<file path="src/hw/rtl/copr_pkg.sv">
// Shared types, constants and saturation helpers for the circle overlap push resolver.
package copr_pkg;

  // Fixed-point format of positions and pushes.
  localparam int FRAC_BITS = 4;

  // Operation codes of an input word.
  localparam logic OP_WRITE   = 1'b0;
  localparam logic OP_PROCESS = 1'b1;

  // Configuration register indexes.
  localparam logic CFG_WALL_W = 1'b0;
  localparam logic CFG_WALL_H = 1'b1;

  // Reset values of the wall half-extents (760.0 and 560.0).
  localparam logic [14:0] WALL_W_RST = 15'd12160;
  localparam logic [14:0] WALL_H_RST = 15'd8960;

  // Contact pairs allowed per process word (two pushes each, at most 30 pushes).
  localparam logic [3:0] PAIR_MAX = 4'd15;

  // Arithmetic widths.
  localparam int D2_W   = 33;
  localparam int RAD_W  = ((D2_W + 2 * FRAC_BITS + 1) / 2) * 2;
  localparam int ROOT_W = RAD_W / 2;
  localparam int DVD_W  = 38;

  // One table entry.
  typedef struct packed {
    logic signed [15:0] x;
    logic signed [15:0] y;
    logic [13:0]        r;
  } entry_t;

  // Datapath operations issued by the controller.
  typedef enum logic [4:0] {
    DP_NOP,
    DP_ACCEPT,
    DP_LOAD_I,
    DP_SKIP,
    DP_DIFF,
    DP_SQ_X,
    DP_SQ_Y,
    DP_SQ_S,
    DP_CMP,
    DP_SQRT_STEP,
    DP_OV,
    DP_MUL_X,
    DP_DIV_INIT,
    DP_DIV_STEP,
    DP_MUL_Y,
    DP_SAVE_Y,
    DP_PUSH_I,
    DP_PUSH_J,
    DP_WALL_X,
    DP_WALL_Y,
    DP_FLUSH
  } dp_op_e;

  typedef struct packed {
    dp_op_e op;
  } cmd_t;

  // Status flags from the datapath.
  typedef struct packed {
    logic go;
    logic j_done;
    logic j_present;
    logic no_contact;
    logic coincide;
    logic sqrt_done;
    logic div_done;
    logic wall_x;
    logic wall_y;
    logic emit_ok;
    logic out_free;
    logic stg_valid;
  } st_t;

  // Saturate a sign and magnitude to signed 16 bits.
  function automatic logic [15:0] sat_mag(input logic neg, input logic [DVD_W-1:0] mag);
    logic [15:0] res;
    if (!neg) begin
      res = (mag > DVD_W'(32767)) ? 16'h7FFF : mag[15:0];
    end else begin
      res = (mag > DVD_W'(32768)) ? 16'h8000 : 16'(16'd0 - mag[15:0]);
    end
    return res;
  endfunction

  // Saturate an 18-bit signed value to 16 bits.
  function automatic logic [15:0] sat_s18(input logic signed [17:0] v);
    logic [15:0] res;
    if (v > 18'sd32767) begin
      res = 16'h7FFF;
    end else if (v < -18'sd32768) begin
      res = 16'h8000;
    end else begin
      res = v[15:0];
    end
    return res;
  endfunction

endpackage

</file>
<file path="src/hw/rtl/copr_dp.sv">
// Datapath of the push resolver: table memory, multiplier, square root, divider, output stages.
module copr_dp #(
  parameter int MAX_ENTRIES = 16
) (
  input  logic                clk_i,
  input  logic                rst_ni,
  input  copr_pkg::cmd_t      cmd_i,
  output copr_pkg::st_t       st_o,
  input  logic                op_i,
  input  logic [3:0]          entry_index_i,
  input  logic signed [15:0]  pos_x_i,
  input  logic signed [15:0]  pos_y_i,
  input  logic [13:0]         radius_in_i,
  input  logic                present_in_i,
  input  logic                cfg_valid_i,
  input  logic                cfg_index_i,
  input  logic [14:0]         cfg_data_i,
  output logic                out_valid_o,
  input  logic                out_stall_i,
  output logic [3:0]          target_index_o,
  output logic [3:0]          other_index_o,
  output logic                has_other_o,
  output logic signed [15:0]  push_x_o,
  output logic signed [15:0]  push_y_o,
  output logic                last_o
);

  localparam int IW = (MAX_ENTRIES > 1) ? $clog2(MAX_ENTRIES) : 1;
  localparam int JW = $clog2(MAX_ENTRIES + 1);
  localparam int RAD_W  = copr_pkg::RAD_W;
  localparam int ROOT_W = copr_pkg::ROOT_W;
  localparam int DVD_W  = copr_pkg::DVD_W;
  localparam int FB     = copr_pkg::FRAC_BITS;

  // Table storage.
  copr_pkg::entry_t mem [MAX_ENTRIES];
  copr_pkg::entry_t rd_q;
  logic [MAX_ENTRIES-1:0] present_q;
  logic [IW-1:0] idx, rd_addr;
  logic idx_ok, wr_en;

  logic [14:0] wall_w_q, wall_h_q;

  // Working registers.
  logic [IW-1:0]       i_q;
  logic signed [15:0]  xi_q, yi_q;
  logic [13:0]         ri_q;
  logic [JW-1:0]       j_q;
  logic [3:0]          pairs_q;
  logic [15:0]         dxm_q, dym_q;
  logic                sxn_q, syn_q;
  logic [14:0]         sum_q;
  logic [copr_pkg::D2_W-1:0] d2_q;
  logic [29:0]         s2_q;
  logic [35:0]         prod_q;
  logic [RAD_W-1:0]    rad_q;
  logic [ROOT_W:0]     srem_q;
  logic [ROOT_W-1:0]   root_q;
  logic [5:0]          cnt_q;
  logic [19:0]         ov_q;
  logic [DVD_W-1:0]    dvd_q, quo_q, qx_q, qy_q;
  logic [ROOT_W:0]     drem_q;

  // Result stage and output register.
  logic        stg_valid_q, out_valid_q;
  logic [3:0]  stg_tgt_q, stg_oth_q, out_tgt_q, out_oth_q;
  logic        stg_has_q, out_has_q, out_last_q;
  logic [15:0] stg_px_q, stg_py_q, out_px_q, out_py_q;

  logic emit, out_free;
  logic [3:0]  new_tgt, new_oth;
  logic        new_has;
  logic [15:0] new_px, new_py;

  // Input decode.
  assign idx    = IW'(entry_index_i);
  assign idx_ok = 32'(entry_index_i) < MAX_ENTRIES;
  assign wr_en  = (cmd_i.op == copr_pkg::DP_ACCEPT) && (op_i == copr_pkg::OP_WRITE) && idx_ok;
  assign rd_addr = (cmd_i.op == copr_pkg::DP_ACCEPT) ? idx : j_q[IW-1:0];

  // Memory with registered read.
  always_ff @(posedge clk_i) begin
    if (wr_en) begin
      mem[idx] <= '{x: pos_x_i, y: pos_y_i, r: radius_in_i};
    end
    rd_q <= mem[rd_addr];
  end

  // Present marks and configuration.
  always_ff @(posedge clk_i or negedge rst_ni) begin
    if (!rst_ni) begin
      present_q <= '0;
      wall_w_q  <= copr_pkg::WALL_W_RST;
      wall_h_q  <= copr_pkg::WALL_H_RST;
    end else begin
      if (wr_en) begin
        present_q[idx] <= present_in_i;
      end
      if (cfg_valid_i) begin
        if (cfg_index_i == copr_pkg::CFG_WALL_W) begin
          wall_w_q <= cfg_data_i;
        end else begin
          wall_h_q <= cfg_data_i;
        end
      end
    end
  end

  // Shared multiplier operand selection.
  logic [15:0] mul_a;
  logic [19:0] mul_b;
  logic [35:0] prod;
  always_comb begin
    mul_a = '0;
    mul_b = '0;
    case (cmd_i.op)
      copr_pkg::DP_SQ_X: begin
        mul_a = dxm_q;
        mul_b = {4'd0, dxm_q};
      end
      copr_pkg::DP_SQ_Y: begin
        mul_a = dym_q;
        mul_b = {4'd0, dym_q};
      end
      copr_pkg::DP_SQ_S: begin
        mul_a = {1'b0, sum_q};
        mul_b = {5'd0, sum_q};
      end
      copr_pkg::DP_MUL_X: begin
        mul_a = dxm_q;
        mul_b = ov_q;
      end
      copr_pkg::DP_MUL_Y: begin
        mul_a = dym_q;
        mul_b = ov_q;
      end
      default: begin
        mul_a = '0;
        mul_b = '0;
      end
    endcase
  end
  assign prod = {20'd0, mul_a} * {16'd0, mul_b};

  // Center differences.
  logic signed [16:0] dx, dy;
  assign dx = {xi_q[15], xi_q} - {rd_q.x[15], rd_q.x};
  assign dy = {yi_q[15], yi_q} - {rd_q.y[15], rd_q.y};

  // Square root step: two radicand bits per cycle, trial value is four times the root plus one.
  logic [ROOT_W+2:0] sq_sh, sq_trial;
  logic              sq_ge;
  assign sq_sh    = {srem_q, rad_q[RAD_W-1 -: 2]};
  assign sq_trial = {1'b0, root_q, 2'b01};
  assign sq_ge    = sq_sh >= sq_trial;

  // Division step: one quotient bit per cycle; the remainder stays below the divisor.
  logic [ROOT_W+1:0] dv_sh, dv_den;
  logic              dv_ge;
  assign dv_sh  = {drem_q[ROOT_W-1:0], dvd_q[DVD_W-1]};
  assign dv_den = {root_q, 1'b0} ;
  assign dv_ge  = dv_sh >= {1'b0, dv_den[ROOT_W:0]};

  // Wall tests.
  logic signed [17:0] xs, ys, wxs, wxd, wys, wyd;
  assign xs  = {{2{xi_q[15]}}, xi_q};
  assign ys  = {{2{yi_q[15]}}, yi_q};
  assign wxs = xs + $signed({3'b000, wall_w_q});
  assign wxd = $signed({3'b000, wall_w_q}) - xs;
  assign wys = ys + $signed({3'b000, wall_h_q});
  assign wyd = $signed({3'b000, wall_h_q}) - ys;

  // Working register updates.
  always_ff @(posedge clk_i) begin
    case (cmd_i.op)
      copr_pkg::DP_ACCEPT: begin
        i_q     <= idx;
        j_q     <= JW'(idx) + JW'(1);
        pairs_q <= '0;
      end
      copr_pkg::DP_LOAD_I: begin
        xi_q <= rd_q.x;
        yi_q <= rd_q.y;
        ri_q <= rd_q.r;
      end
      copr_pkg::DP_SKIP: begin
        j_q <= j_q + JW'(1);
      end
      copr_pkg::DP_DIFF: begin
        sxn_q <= dx[16];
        syn_q <= dy[16];
        dxm_q <= dx[16] ? 16'(-dx) : dx[15:0];
        dym_q <= dy[16] ? 16'(-dy) : dy[15:0];
        sum_q <= {1'b0, ri_q} + {1'b0, rd_q.r};
      end
      copr_pkg::DP_SQ_X: begin
        d2_q <= copr_pkg::D2_W'(prod);
      end
      copr_pkg::DP_SQ_Y: begin
        d2_q <= d2_q + copr_pkg::D2_W'(prod);
      end
      copr_pkg::DP_SQ_S: begin
        s2_q <= prod[29:0];
      end
      copr_pkg::DP_CMP: begin
        if (d2_q >= copr_pkg::D2_W'(s2_q)) begin
          j_q <= j_q + JW'(1);
        end else if (d2_q == '0) begin
          // Coincident centers push along +x by the radius sum.
          qx_q  <= DVD_W'(sum_q);
          qy_q  <= '0;
          sxn_q <= 1'b0;
          syn_q <= 1'b0;
        end
        rad_q  <= RAD_W'({d2_q, (2 * FB)'(0)});
        srem_q <= '0;
        root_q <= '0;
        cnt_q  <= '0;
      end
      copr_pkg::DP_SQRT_STEP: begin
        rad_q <= rad_q << 2;
        if (sq_ge) begin
          srem_q <= (ROOT_W + 1)'(sq_sh - sq_trial);
          root_q <= {root_q[ROOT_W-2:0], 1'b1};
        end else begin
          srem_q <= (ROOT_W + 1)'(sq_sh);
          root_q <= {root_q[ROOT_W-2:0], 1'b0};
        end
        cnt_q <= cnt_q + 6'd1;
      end
      copr_pkg::DP_OV: begin
        ov_q <= 20'({sum_q, FB'(0)}) - 20'(root_q);
      end
      copr_pkg::DP_MUL_X: begin
        prod_q <= prod;
      end
      copr_pkg::DP_DIV_INIT: begin
        // Rounded quotient: (2 * num + d) / (2 * d).
        dvd_q  <= DVD_W'({prod_q, 1'b0}) + DVD_W'(root_q);
        drem_q <= '0;
        quo_q  <= '0;
        cnt_q  <= '0;
      end
      copr_pkg::DP_DIV_STEP: begin
        dvd_q <= dvd_q << 1;
        if (dv_ge) begin
          drem_q <= (ROOT_W + 1)'(dv_sh - {1'b0, dv_den[ROOT_W:0]});
        end else begin
          drem_q <= (ROOT_W + 1)'(dv_sh);
        end
        quo_q <= {quo_q[DVD_W-2:0], dv_ge};
        cnt_q <= cnt_q + 6'd1;
      end
      copr_pkg::DP_MUL_Y: begin
        prod_q <= prod;
        qx_q   <= quo_q;
      end
      copr_pkg::DP_SAVE_Y: begin
        qy_q <= quo_q;
      end
      copr_pkg::DP_PUSH_J: begin
        j_q     <= j_q + JW'(1);
        pairs_q <= pairs_q + 4'd1;
      end
      default: begin
      end
    endcase
  end

  // Result selection for the stage.
  always_comb begin
    emit    = 1'b0;
    new_tgt = 4'(i_q);
    new_oth = 4'(j_q);
    new_has = 1'b1;
    new_px  = '0;
    new_py  = '0;
    case (cmd_i.op)
      copr_pkg::DP_PUSH_I: begin
        emit   = 1'b1;
        new_px = copr_pkg::sat_mag(sxn_q, qx_q);
        new_py = copr_pkg::sat_mag(syn_q, qy_q);
      end
      copr_pkg::DP_PUSH_J: begin
        emit    = 1'b1;
        new_tgt = 4'(j_q);
        new_oth = 4'(i_q);
        new_px  = copr_pkg::sat_mag(!sxn_q, qx_q);
        new_py  = copr_pkg::sat_mag(!syn_q, qy_q);
      end
      copr_pkg::DP_WALL_X: begin
        emit    = 1'b1;
        new_oth = '0;
        new_has = 1'b0;
        new_px  = wxs[17] ? copr_pkg::sat_s18(-wxs) : copr_pkg::sat_s18(wxd);
      end
      copr_pkg::DP_WALL_Y: begin
        emit    = 1'b1;
        new_oth = '0;
        new_has = 1'b0;
        new_py  = wys[17] ? copr_pkg::sat_s18(-wys) : copr_pkg::sat_s18(wyd);
      end
      default: begin
        emit = 1'b0;
      end
    endcase
  end

  assign out_free = !out_valid_q || !out_stall_i;

  // Stage and output valid flags.
  always_ff @(posedge clk_i or negedge rst_ni) begin
    if (!rst_ni) begin
      stg_valid_q <= 1'b0;
      out_valid_q <= 1'b0;
    end else begin
      if ((emit && stg_valid_q) || cmd_i.op == copr_pkg::DP_FLUSH) begin
        out_valid_q <= 1'b1;
      end else if (out_valid_q && !out_stall_i) begin
        out_valid_q <= 1'b0;
      end
      if (emit) begin
        stg_valid_q <= 1'b1;
      end else if (cmd_i.op == copr_pkg::DP_FLUSH) begin
        stg_valid_q <= 1'b0;
      end
    end
  end

  // Stage and output payload; the held result learns whether it is the final one.
  always_ff @(posedge clk_i) begin
    if ((emit && stg_valid_q) || cmd_i.op == copr_pkg::DP_FLUSH) begin
      out_tgt_q  <= stg_tgt_q;
      out_oth_q  <= stg_oth_q;
      out_has_q  <= stg_has_q;
      out_px_q   <= stg_px_q;
      out_py_q   <= stg_py_q;
      out_last_q <= (cmd_i.op == copr_pkg::DP_FLUSH);
    end
    if (emit) begin
      stg_tgt_q <= new_tgt;
      stg_oth_q <= new_oth;
      stg_has_q <= new_has;
      stg_px_q  <= new_px;
      stg_py_q  <= new_py;
    end
  end

  // Status back to the controller.
  always_comb begin
    st_o.go         = (op_i == copr_pkg::OP_PROCESS) && idx_ok && present_q[idx];
    st_o.j_done     = (j_q == JW'(MAX_ENTRIES)) || (pairs_q == copr_pkg::PAIR_MAX);
    st_o.j_present  = present_q[j_q[IW-1:0]];
    st_o.no_contact = d2_q >= copr_pkg::D2_W'(s2_q);
    st_o.coincide   = (d2_q == '0);
    st_o.sqrt_done  = (cnt_q == 6'(ROOT_W - 1));
    st_o.div_done   = (cnt_q == 6'(DVD_W - 1));
    st_o.wall_x     = wxs[17] || wxd[17];
    st_o.wall_y     = wys[17] || wyd[17];
    st_o.emit_ok    = !stg_valid_q || out_free;
    st_o.out_free   = out_free;
    st_o.stg_valid  = stg_valid_q;
  end

  assign out_valid_o    = out_valid_q;
  assign target_index_o = out_tgt_q;
  assign other_index_o  = out_oth_q;
  assign has_other_o    = out_has_q;
  assign push_x_o       = out_px_q;
  assign push_y_o       = out_py_q;
  assign last_o         = out_last_q;

endmodule

</file>
<file path="src/hw/rtl/copr_ctrl.sv">
// Controller state machine of the push resolver.
module copr_ctrl (
  input  logic           clk_i,
  input  logic           rst_ni,
  input  logic           in_valid_i,
  output logic           in_stall_o,
  input  copr_pkg::st_t  st_i,
  output copr_pkg::cmd_t cmd_o
);

  localparam logic [4:0] S_IDLE  = 5'd0;
  localparam logic [4:0] S_LDI   = 5'd1;
  localparam logic [4:0] S_SCAN  = 5'd2;
  localparam logic [4:0] S_DIFF  = 5'd3;
  localparam logic [4:0] S_SQX   = 5'd4;
  localparam logic [4:0] S_SQY   = 5'd5;
  localparam logic [4:0] S_SQS   = 5'd6;
  localparam logic [4:0] S_CMP   = 5'd7;
  localparam logic [4:0] S_SQRT  = 5'd8;
  localparam logic [4:0] S_OV    = 5'd9;
  localparam logic [4:0] S_MULX  = 5'd10;
  localparam logic [4:0] S_DIVIX = 5'd11;
  localparam logic [4:0] S_DIVX  = 5'd12;
  localparam logic [4:0] S_MULY  = 5'd13;
  localparam logic [4:0] S_DIVIY = 5'd14;
  localparam logic [4:0] S_DIVY  = 5'd15;
  localparam logic [4:0] S_SAVY  = 5'd16;
  localparam logic [4:0] S_PSHI  = 5'd17;
  localparam logic [4:0] S_PSHJ  = 5'd18;
  localparam logic [4:0] S_WALX  = 5'd19;
  localparam logic [4:0] S_WALY  = 5'd20;
  localparam logic [4:0] S_FLSH  = 5'd21;

  logic [4:0] state_q, state_d;

  assign in_stall_o = (state_q != S_IDLE);

  // Next state and datapath command.
  always_comb begin
    state_d   = state_q;
    cmd_o.op  = copr_pkg::DP_NOP;
    case (state_q)
      S_IDLE: begin
        if (in_valid_i) begin
          cmd_o.op = copr_pkg::DP_ACCEPT;
          if (st_i.go) state_d = S_LDI;
        end
      end
      S_LDI: begin
        cmd_o.op = copr_pkg::DP_LOAD_I;
        state_d  = S_SCAN;
      end
      S_SCAN: begin
        if (st_i.j_done) begin
          state_d = S_WALX;
        end else if (!st_i.j_present) begin
          cmd_o.op = copr_pkg::DP_SKIP;
        end else begin
          state_d = S_DIFF;
        end
      end
      S_DIFF: begin
        cmd_o.op = copr_pkg::DP_DIFF;
        state_d  = S_SQX;
      end
      S_SQX: begin
        cmd_o.op = copr_pkg::DP_SQ_X;
        state_d  = S_SQY;
      end
      S_SQY: begin
        cmd_o.op = copr_pkg::DP_SQ_Y;
        state_d  = S_SQS;
      end
      S_SQS: begin
        cmd_o.op = copr_pkg::DP_SQ_S;
        state_d  = S_CMP;
      end
      S_CMP: begin
        cmd_o.op = copr_pkg::DP_CMP;
        if (st_i.no_contact) begin
          state_d = S_SCAN;
        end else if (st_i.coincide) begin
          state_d = S_PSHI;
        end else begin
          state_d = S_SQRT;
        end
      end
      S_SQRT: begin
        cmd_o.op = copr_pkg::DP_SQRT_STEP;
        if (st_i.sqrt_done) state_d = S_OV;
      end
      S_OV: begin
        cmd_o.op = copr_pkg::DP_OV;
        state_d  = S_MULX;
      end
      S_MULX: begin
        cmd_o.op = copr_pkg::DP_MUL_X;
        state_d  = S_DIVIX;
      end
      S_DIVIX: begin
        cmd_o.op = copr_pkg::DP_DIV_INIT;
        state_d  = S_DIVX;
      end
      S_DIVX: begin
        cmd_o.op = copr_pkg::DP_DIV_STEP;
        if (st_i.div_done) state_d = S_MULY;
      end
      S_MULY: begin
        cmd_o.op = copr_pkg::DP_MUL_Y;
        state_d  = S_DIVIY;
      end
      S_DIVIY: begin
        cmd_o.op = copr_pkg::DP_DIV_INIT;
        state_d  = S_DIVY;
      end
      S_DIVY: begin
        cmd_o.op = copr_pkg::DP_DIV_STEP;
        if (st_i.div_done) state_d = S_SAVY;
      end
      S_SAVY: begin
        cmd_o.op = copr_pkg::DP_SAVE_Y;
        state_d  = S_PSHI;
      end
      S_PSHI: begin
        if (st_i.emit_ok) begin
          cmd_o.op = copr_pkg::DP_PUSH_I;
          state_d  = S_PSHJ;
        end
      end
      S_PSHJ: begin
        if (st_i.emit_ok) begin
          cmd_o.op = copr_pkg::DP_PUSH_J;
          state_d  = S_SCAN;
        end
      end
      S_WALX: begin
        if (!st_i.wall_x) begin
          state_d = S_WALY;
        end else if (st_i.emit_ok) begin
          cmd_o.op = copr_pkg::DP_WALL_X;
          state_d  = S_WALY;
        end
      end
      S_WALY: begin
        if (!st_i.wall_y) begin
          state_d = S_FLSH;
        end else if (st_i.emit_ok) begin
          cmd_o.op = copr_pkg::DP_WALL_Y;
          state_d  = S_FLSH;
        end
      end
      S_FLSH: begin
        if (!st_i.stg_valid) begin
          state_d = S_IDLE;
        end else if (st_i.out_free) begin
          cmd_o.op = copr_pkg::DP_FLUSH;
          state_d  = S_IDLE;
        end
      end
      default: begin
        state_d = S_IDLE;
      end
    endcase
  end

  // State register.
  always_ff @(posedge clk_i or negedge rst_ni) begin
    if (!rst_ni) begin
      state_q <= S_IDLE;
    end else begin
      state_q <= state_d;
    end
  end

endmodule

</file>
<file path="src/hw/rtl/circle_overlap_push_resolver.sv">
// Top level of the circle overlap push resolver: controller, datapath and checks.
//
//   channel | direction | handshake             | word
//   in      | input     | in_valid_i/in_stall_o | op, index, center, radius, present
//   out     | output    | out_valid_o/out_stall_i | target, other, push, last
//   cfg     | input     | cfg_valid_i/cfg_ready_o | register index, data
//
// A process word scans every later entry. A contact with coincident centers goes straight
// to its push pair; any other contact first takes 21 square root steps and two 38-step
// divisions.
// Reset clears the present marks; the table needs no clearing pass.
// A stalled output holds back only the push engine; the final push waits in a stage.
module circle_overlap_push_resolver #(
  parameter int MAX_ENTRIES = 16
) (
  input  logic               clk_i,
  input  logic               rst_ni,
  input  logic               in_valid_i,
  output logic               in_stall_o,
  input  logic               op_i,
  input  logic [3:0]         entry_index_i,
  input  logic signed [15:0] pos_x_i,
  input  logic signed [15:0] pos_y_i,
  input  logic [13:0]        radius_in_i,
  input  logic               present_in_i,
  output logic               out_valid_o,
  input  logic               out_stall_i,
  output logic [3:0]         target_index_o,
  output logic [3:0]         other_index_o,
  output logic               has_other_o,
  output logic signed [15:0] push_x_o,
  output logic signed [15:0] push_y_o,
  output logic               last_o,
  input  logic               cfg_valid_i,
  output logic               cfg_ready_o,
  input  logic               cfg_index_i,
  input  logic [14:0]        cfg_data_i
);

  copr_pkg::cmd_t cmd;
  copr_pkg::st_t  st;

  assign cfg_ready_o = 1'b1;

  copr_ctrl u_ctrl (
    .clk_i      (clk_i),
    .rst_ni     (rst_ni),
    .in_valid_i (in_valid_i),
    .in_stall_o (in_stall_o),
    .st_i       (st),
    .cmd_o      (cmd)
  );

  copr_dp #(
    .MAX_ENTRIES (MAX_ENTRIES)
  ) u_dp (
    .clk_i          (clk_i),
    .rst_ni         (rst_ni),
    .cmd_i          (cmd),
    .st_o           (st),
    .op_i           (op_i),
    .entry_index_i  (entry_index_i),
    .pos_x_i        (pos_x_i),
    .pos_y_i        (pos_y_i),
    .radius_in_i    (radius_in_i),
    .present_in_i   (present_in_i),
    .cfg_valid_i    (cfg_valid_i && cfg_ready_o),
    .cfg_index_i    (cfg_index_i),
    .cfg_data_i     (cfg_data_i),
    .out_valid_o    (out_valid_o),
    .out_stall_i    (out_stall_i),
    .target_index_o (target_index_o),
    .other_index_o  (other_index_o),
    .has_other_o    (has_other_o),
    .push_x_o       (push_x_o),
    .push_y_o       (push_y_o),
    .last_o         (last_o)
  );

  // An accepted word always reaches the datapath.
  a_accept_cmd: assert property (@(posedge clk_i) disable iff (!rst_ni)
    (in_valid_i && !in_stall_o) |-> (cmd.op == copr_pkg::DP_ACCEPT))
    else $error("accepted word not passed to datapath");

  // A push enters the stage only when the held one can move on.
  a_emit_room: assert property (@(posedge clk_i) disable iff (!rst_ni)
    (cmd.op == copr_pkg::DP_PUSH_I || cmd.op == copr_pkg::DP_PUSH_J ||
     cmd.op == copr_pkg::DP_WALL_X || cmd.op == copr_pkg::DP_WALL_Y) |-> st.emit_ok)
    else $error("push issued without room");

  // The final push leaves only from a full stage into a free output.
  a_flush_room: assert property (@(posedge clk_i) disable iff (!rst_ni)
    (cmd.op == copr_pkg::DP_FLUSH) |-> (st.out_free && st.stg_valid))
    else $error("flush without room or result");

  // Wall pushes carry no partner entry.
  a_wall_other: assert property (@(posedge clk_i) disable iff (!rst_ni)
    (out_valid_o && !has_other_o) |-> (other_index_o == 4'd0))
    else $error("wall push with partner index");

endmodule

</file>
<file path="config.mk">
export PLATFORM = sky130hd
export DESIGN_NAME = circle_overlap_push_resolver
export DESIGN_NICKNAME = d
export VERILOG_FILES = /design/src/hw/rtl/copr_pkg.sv /design/src/hw/rtl/copr_dp.sv /design/src/hw/rtl/copr_ctrl.sv /design/src/hw/rtl/circle_overlap_push_resolver.sv
export SDC_FILE = /design/constraint.sdc
export NUM_CORES = 2
export LEC_CHECK = 0
export ABC_CLOCK_PERIOD_IN_PS = 15450
export BUFFER_PORTS_ARGS = -buffer_cell sky130_fd_sc_hd__buf_2
export CORE_AREA = 2 2 296 591
export CTS_CLUSTER_SIZE = 8
export DETAILED_ROUTE_END_ITERATION = 7
export DIE_AREA = 0 0 298 593
export SYNTH_ARGS = -nofsm -noshare
export SYNTH_HDL_FRONTEND = slang
export SYNTH_HIERARCHICAL = 1
export SYNTH_SLANG_ARGS = --single-unit
</file>
<file path="constraint.sdc">
create_clock -name clk_i -period 15.45 [get_ports clk_i]
set_input_delay 1.545 -clock clk_i [delete_from_list [all_inputs] [get_ports clk_i]]
set_output_delay 1.545 -clock clk_i [all_outputs]
set_load 0.01 [all_outputs]
</file>
# Yosys cells after proc, flatten, opt, wreduce, memory -nomap -nowiden
# Memory sizes are Yosys's and may differ from the RTL's. A register that Yosys moved wholly into a read port is not among the register bits.
# Index checks and enable logic that the tools add are counted.
# classes
mul	1
eq_ne	59
mux	96
magnitude_cmp	18
bitwise_logic	2
reduce_logical	45
add_sub_neg	22
# ops
cell	n
$mux W16	20
$pmux W38 S2	4
$mux W38	4
$pmux W16 S3	3
$mux W5	27
$pmux W5 S22	1
$pmux W5 S20	1
$pmux W21 S2	2
$pmux W42 S2	1
$eq A5 B4 Y1 const B	16
$pmux W20 S4	1
$gt A38 B15 Y1 const B	2
$gt A38 B16 Y1 const B	2
$gt A18 B16 Y1 const B	4
$lt A18 B16 Y1 const B	4
$sub A16 B16 Y17	4
$pmux W33 S2	1
$eq A5 B5 Y1 const B	12
$pmux W22 S2	1
$eq A5 B3 Y1 const B	8
$add A37 B21 Y38	1
$mul A16 B20 Y36	1
$neg A18 Y18	2
$add A16 B16 Y17	2
other kinds (50)	119
# word_totals
elab_cells	285
register_bits	627
input_bits	73
memories	1
ramBits	736
# memory_table
memory	words	word_bits	read_ports	rd_ports_with_merged_regs	wr	line_no	rtl
u_dp.mem	16	46	1	1	1	copr_dp.sv:36	copr_pkg::entry_t mem [MAX_ENTRIES];

# Longest topological paths before layout
# logic_depth
ltp_word	12
depth_mapped	58
ltp_nobuf	55

# By module
# Netlist, hierarchy kept.
# by_module_without_submodules
module	cells_each	area_per_inst_um2	instances	seq_area_each_um2
copr_dp	6041	76479.6	1	41230.8
copr_ctrl	98	725.7	1	125.1
circle_overlap_push_resolver	2	11.3	1	0.0

# Worst setup path after synthesis
# OpenSTA, ideal clock, no wires.
# synth_timing
path_kind	reg-to-reg
start	register u_dp.wall_w_q[0]
end	register u_dp/d2_q[31] in the netlist's numbering, data pin
path_slack_ns	2.732
synth_period_minus_slack_ns	12.718
stages_incl_launch_ff	54
arrival_ns	12.583
n_path_buf	3
setup_time_ns	0.135
cell_sequence	dfrtp_1 inv_1 ha_1 inv_1 fa_1 a21o_1 a21oi_1 o21ai_1 a31oi_1 o211ai_1 o21ai_1 nor2_1 nor3_1 or2_2 nand4_1 a21o_1 o221ai_1 clkbuf_1 [18 not listed] nor3_1 nand3_1 a21boi_1 nor2_1 a31oi_1 o21bai_1 a21oi_1 xnor2_1 ha_1 inv_1 nor2_1 and3_1 a221oi_1 a31oi_1 and3_1 o31a_1 or4_1 nand3_1
# synth_rtl
item	line_no	rtl
from (decl)	copr_dp.sv:42	logic [14:0] wall_w_q, wall_h_q;
from (signal assigned)	copr_dp.sv:93	wall_w_q <= copr_pkg::WALL_W_RST;
from (signal assigned)	copr_dp.sv:101	wall_w_q <= cfg_data_i;
to (signal assigned)	copr_dp.sv:197	d2_q <= copr_pkg::D2_W'(prod);
to (signal assigned)	copr_dp.sv:200	d2_q <= d2_q + copr_pkg::D2_W'(prod);
to (decl)	copr_dp.sv:53	logic [copr_pkg::D2_W-1:0] d2_q;

==> impl_results.md <==
- CP arrival: 14.82 ns
- Die H: 593 um
- Post_cts resized: 0
- Vias in the first global route: 51412
- Syn Inst Count: 6141
- Violated checks: slew limit
- Final min period: 14.29 ns
- Top_reg_cell synth: edfxtp_1
- Ys async rst share: 0.03783
- Post-Syn Nets: 6845
- Initial antenna violation count: 19
- Slew margin rel.: -0.04657
- Most frequent cells in the layout: edfxtp_1 (1302), nand2_1 (645), inv_1 (495), nor2_1 (383), ha_1 (371)
- Ys Warns: 6
- Initial core utilization: 0.4478
- IO Count: 118
- Tcrit/Tclk final: 0.9252
- Final hold vios: 0
- CTS Hold Buffers Added: 0
- CP max stage delay: 0.93 ns
- Count of cell types in the netlist: 107
- Postcts setup bufs: 0
- Min-delay src: u_dp/stg_tgt_q[3]
- Critical path class: reg2reg
- Total grt overflow: 0
- CTS Sinks: 1401
- Pre-antenna DRT Iters: 7
- Setup TNS Final: 0 ns
- Final setup fails: 0
- Fill cell count: 15130
- Slowest cell on crit path: nor3b_2
- Synth Cell Area: 77220 um^2
- Nets: 6997
- Core ar.: 172400 um^2
- TritonCTS Buffers: 203
- Share of cells above drive strength 1: 0.1236
- Worst slew pin tran: 1.570 ns
- Reg2Reg Depth: 47
- Slew Limit Fails: 9
- Vias/cell: 5.763
- Port Buf Inserts: 116
- Crit Reg-Reg Endpoint: u_dp/d2_q[32]
- Part of the Yosys area used for sequential elements: 0.5356
- CTS Root Cell: clkbuf_16
- Worst hold path cell count: 0
- Status: finished, violations left
- H-tree depth: 4
- Die area: 176700 um^2
- Global-route wire length before repair: 324700 um
- CP endpoint kind: register
- Final hold slack: 0.4031 ns
- Max_cap viols: 0
- Crit start category: register
- Clock-pin slew on the worst setup and hold paths: 0.06 ns
- DIE WIDTH: 298 um
- CP max FO: 20
- Crit path launch: u_dp/yi_q[4]
- DR WL/cell: 24.77 um
- # rows: 216
- Largest net degree at the start of global routing: 89
- Setup repair after global routing missed its margin: no
- Clk_skew: 0.09825 ns
- Avg Inst Size Synth: 12.57 um^2
- Worst R2R Setup Slack: 1.16 ns
- Critical path required time: 15.97 ns
- DRC viols: 0
- Antenna Nets Post-Route: 0
- Clock latency on the worst-skew pair: 0.86 ns
- Synthesis-stage register bit count: 1401
- Commonest non-fill, non-tap cell in the layout: edfxtp_1
- Initial DRC Count: 4279
- Worst Hold Class: reg2reg
- Total Routing Usage GR: 0.2444
- Detailed-route via count: 50166
- DPL Wire Length: 145700 um
- CTS tree: yes
- Number of synthesized flops with an enable pin: 1302
- Routability cong.: 0.9263
- Final WL: 215600 um
- Hold Crit Endpoint: u_dp/target_index_o[3]
- Clock Path Buffers: 4
- Reg2reg start: u_dp/yi_q[4]
- Highest clock rate: 0.06996 GHz
- Layout area overhead: 11.82%
state kept, by name, summed over array words and instances, names as in the netlist, 30 cells and up:
register	flops
u_dp/s2_q	30
u_dp/quo_q	38
u_dp/rad_q	34
u_dp/mem	736
u_dp/qy_q	38
u_dp/d2_q	33
u_dp/qx_q	38
u_dp/dvd_q	38
u_dp/prod_q	36
u_dp/rd_q	46
metal layers:
| layer | wire length (um) | share of wire | vias up | track usage |
|---|---|---|---|---|
| li1 | - | - | 22675 | - |
| met1 | 90380 | 0.42 | 25322 | 0.3247 |
| met4 | 8552 | 0.040 | 14 | 0.09356 |
| met5 | 91 | 0.00042 | - | 0 |
| met2 | 104200 | 0.48 | 1717 | 0.4083 |
| met3 | 12360 | 0.057 | 438 | 0.03377 |
logic make-up (layout without fill, tap and decap cells):
family,Yosys count,count (layout),synth area share
compound gates,1035,1035,0.09040
xor+xnor,267,267,0.03038
fa+ha+maj,631,631,0.1275
buf+inv,751,1019,0.03735
flops,1401,1401,0.5356
mux,296,296,0.07104
other cells,1,8,0.00004856
simple gates,1759,1759,0.1077
metrics by stage:
step / setup slack (ns) / instance area, um^2 / instances / utilization
floorplan: 2.732 / 77220 / 6141 / -
global route: 0.1968 / 86330 / 8700 / 0.5007
CTS: 1.322 / 86330 / 8698 / 0.5007
finish: 1.156 / 86350 / 8705 / 0.5008
detailed placement: 1.450 / 80610 / 8377 / 0.4675
global placement: 1.680 / 80610 / 8377 / 0.4675
layout make-up:
class,count,area [um^2],share of cell area
Timing Repair Buffer,197,1214,0.01406
Antenna cell,7,17.52,0.0002029
Inverter,501,1881,0.02178
Sequential cell,1401,41360,0.4790
Multi-Input combinational cell,3989,33300,0.3857
Clock inverter,10,176.4,0.002043
Tap cell,2289,2864,0.03317
Clock buffer,311,5537,0.06412
how the worst max path moves through the flow:
stage	to	slack, ns	cells after the start
2_1_floorplan	u_dp/d2_q[31]	2.73	53
3_5_place_dp	u_dp/d2_q[31]	1.45	51
3_3_place_gp	u_dp/d2_q[31]	1.68	54
6_report	u_dp/d2_q[32]	1.16	47
5_1_grt	u_dp/d2_q[32]	0.20	47
4_1_cts	u_dp/d2_q[31]	1.32	51
worst max-delay path: cells and delay by family (launching register included):
family | cells | cell delay, ns
compound gates | 14 | 3.53
xor+xnor | 2 | 0.56
fa+ha+maj | 9 | 4.51
buf+inv | 7 | 0.72
flops | 1 | 0.39
mux | 1 | 0.37
simple gates | 14 | 3.88
Yosys cell counts (all sizes together) (46+ instances only):
library cell | count | area share
and3 | 64 | 0.0052
xor2 | 91 | 0.010
a31oi | 80 | 0.0067
fa | 260 | 0.067
mux4 | 194 | 0.057
xnor2 | 176 | 0.020
o21ai | 219 | 0.015
nor3 | 95 | 0.0062
mux2 | 76 | 0.011
nand2b | 70 | 0.0057
nand2 | 648 | 0.032
nor2 | 405 | 0.020
a21oi | 229 | 0.015
inv | 501 | 0.024
ha | 371 | 0.060
nor2b | 50 | 0.0041
a21o | 93 | 0.0090
clkbuf | 195 | 0.0095
dfxtp | 46 | 0.012
nand3 | 80 | 0.0052
and2 | 141 | 0.011
edfxtp | 1302 | 0.51
a211oi | 83 | 0.0081
buf | 55 | 0.0035
Power is not shown: default switching activity piles up to over one toggle a cycle in this logic, so the estimate is an artifact.
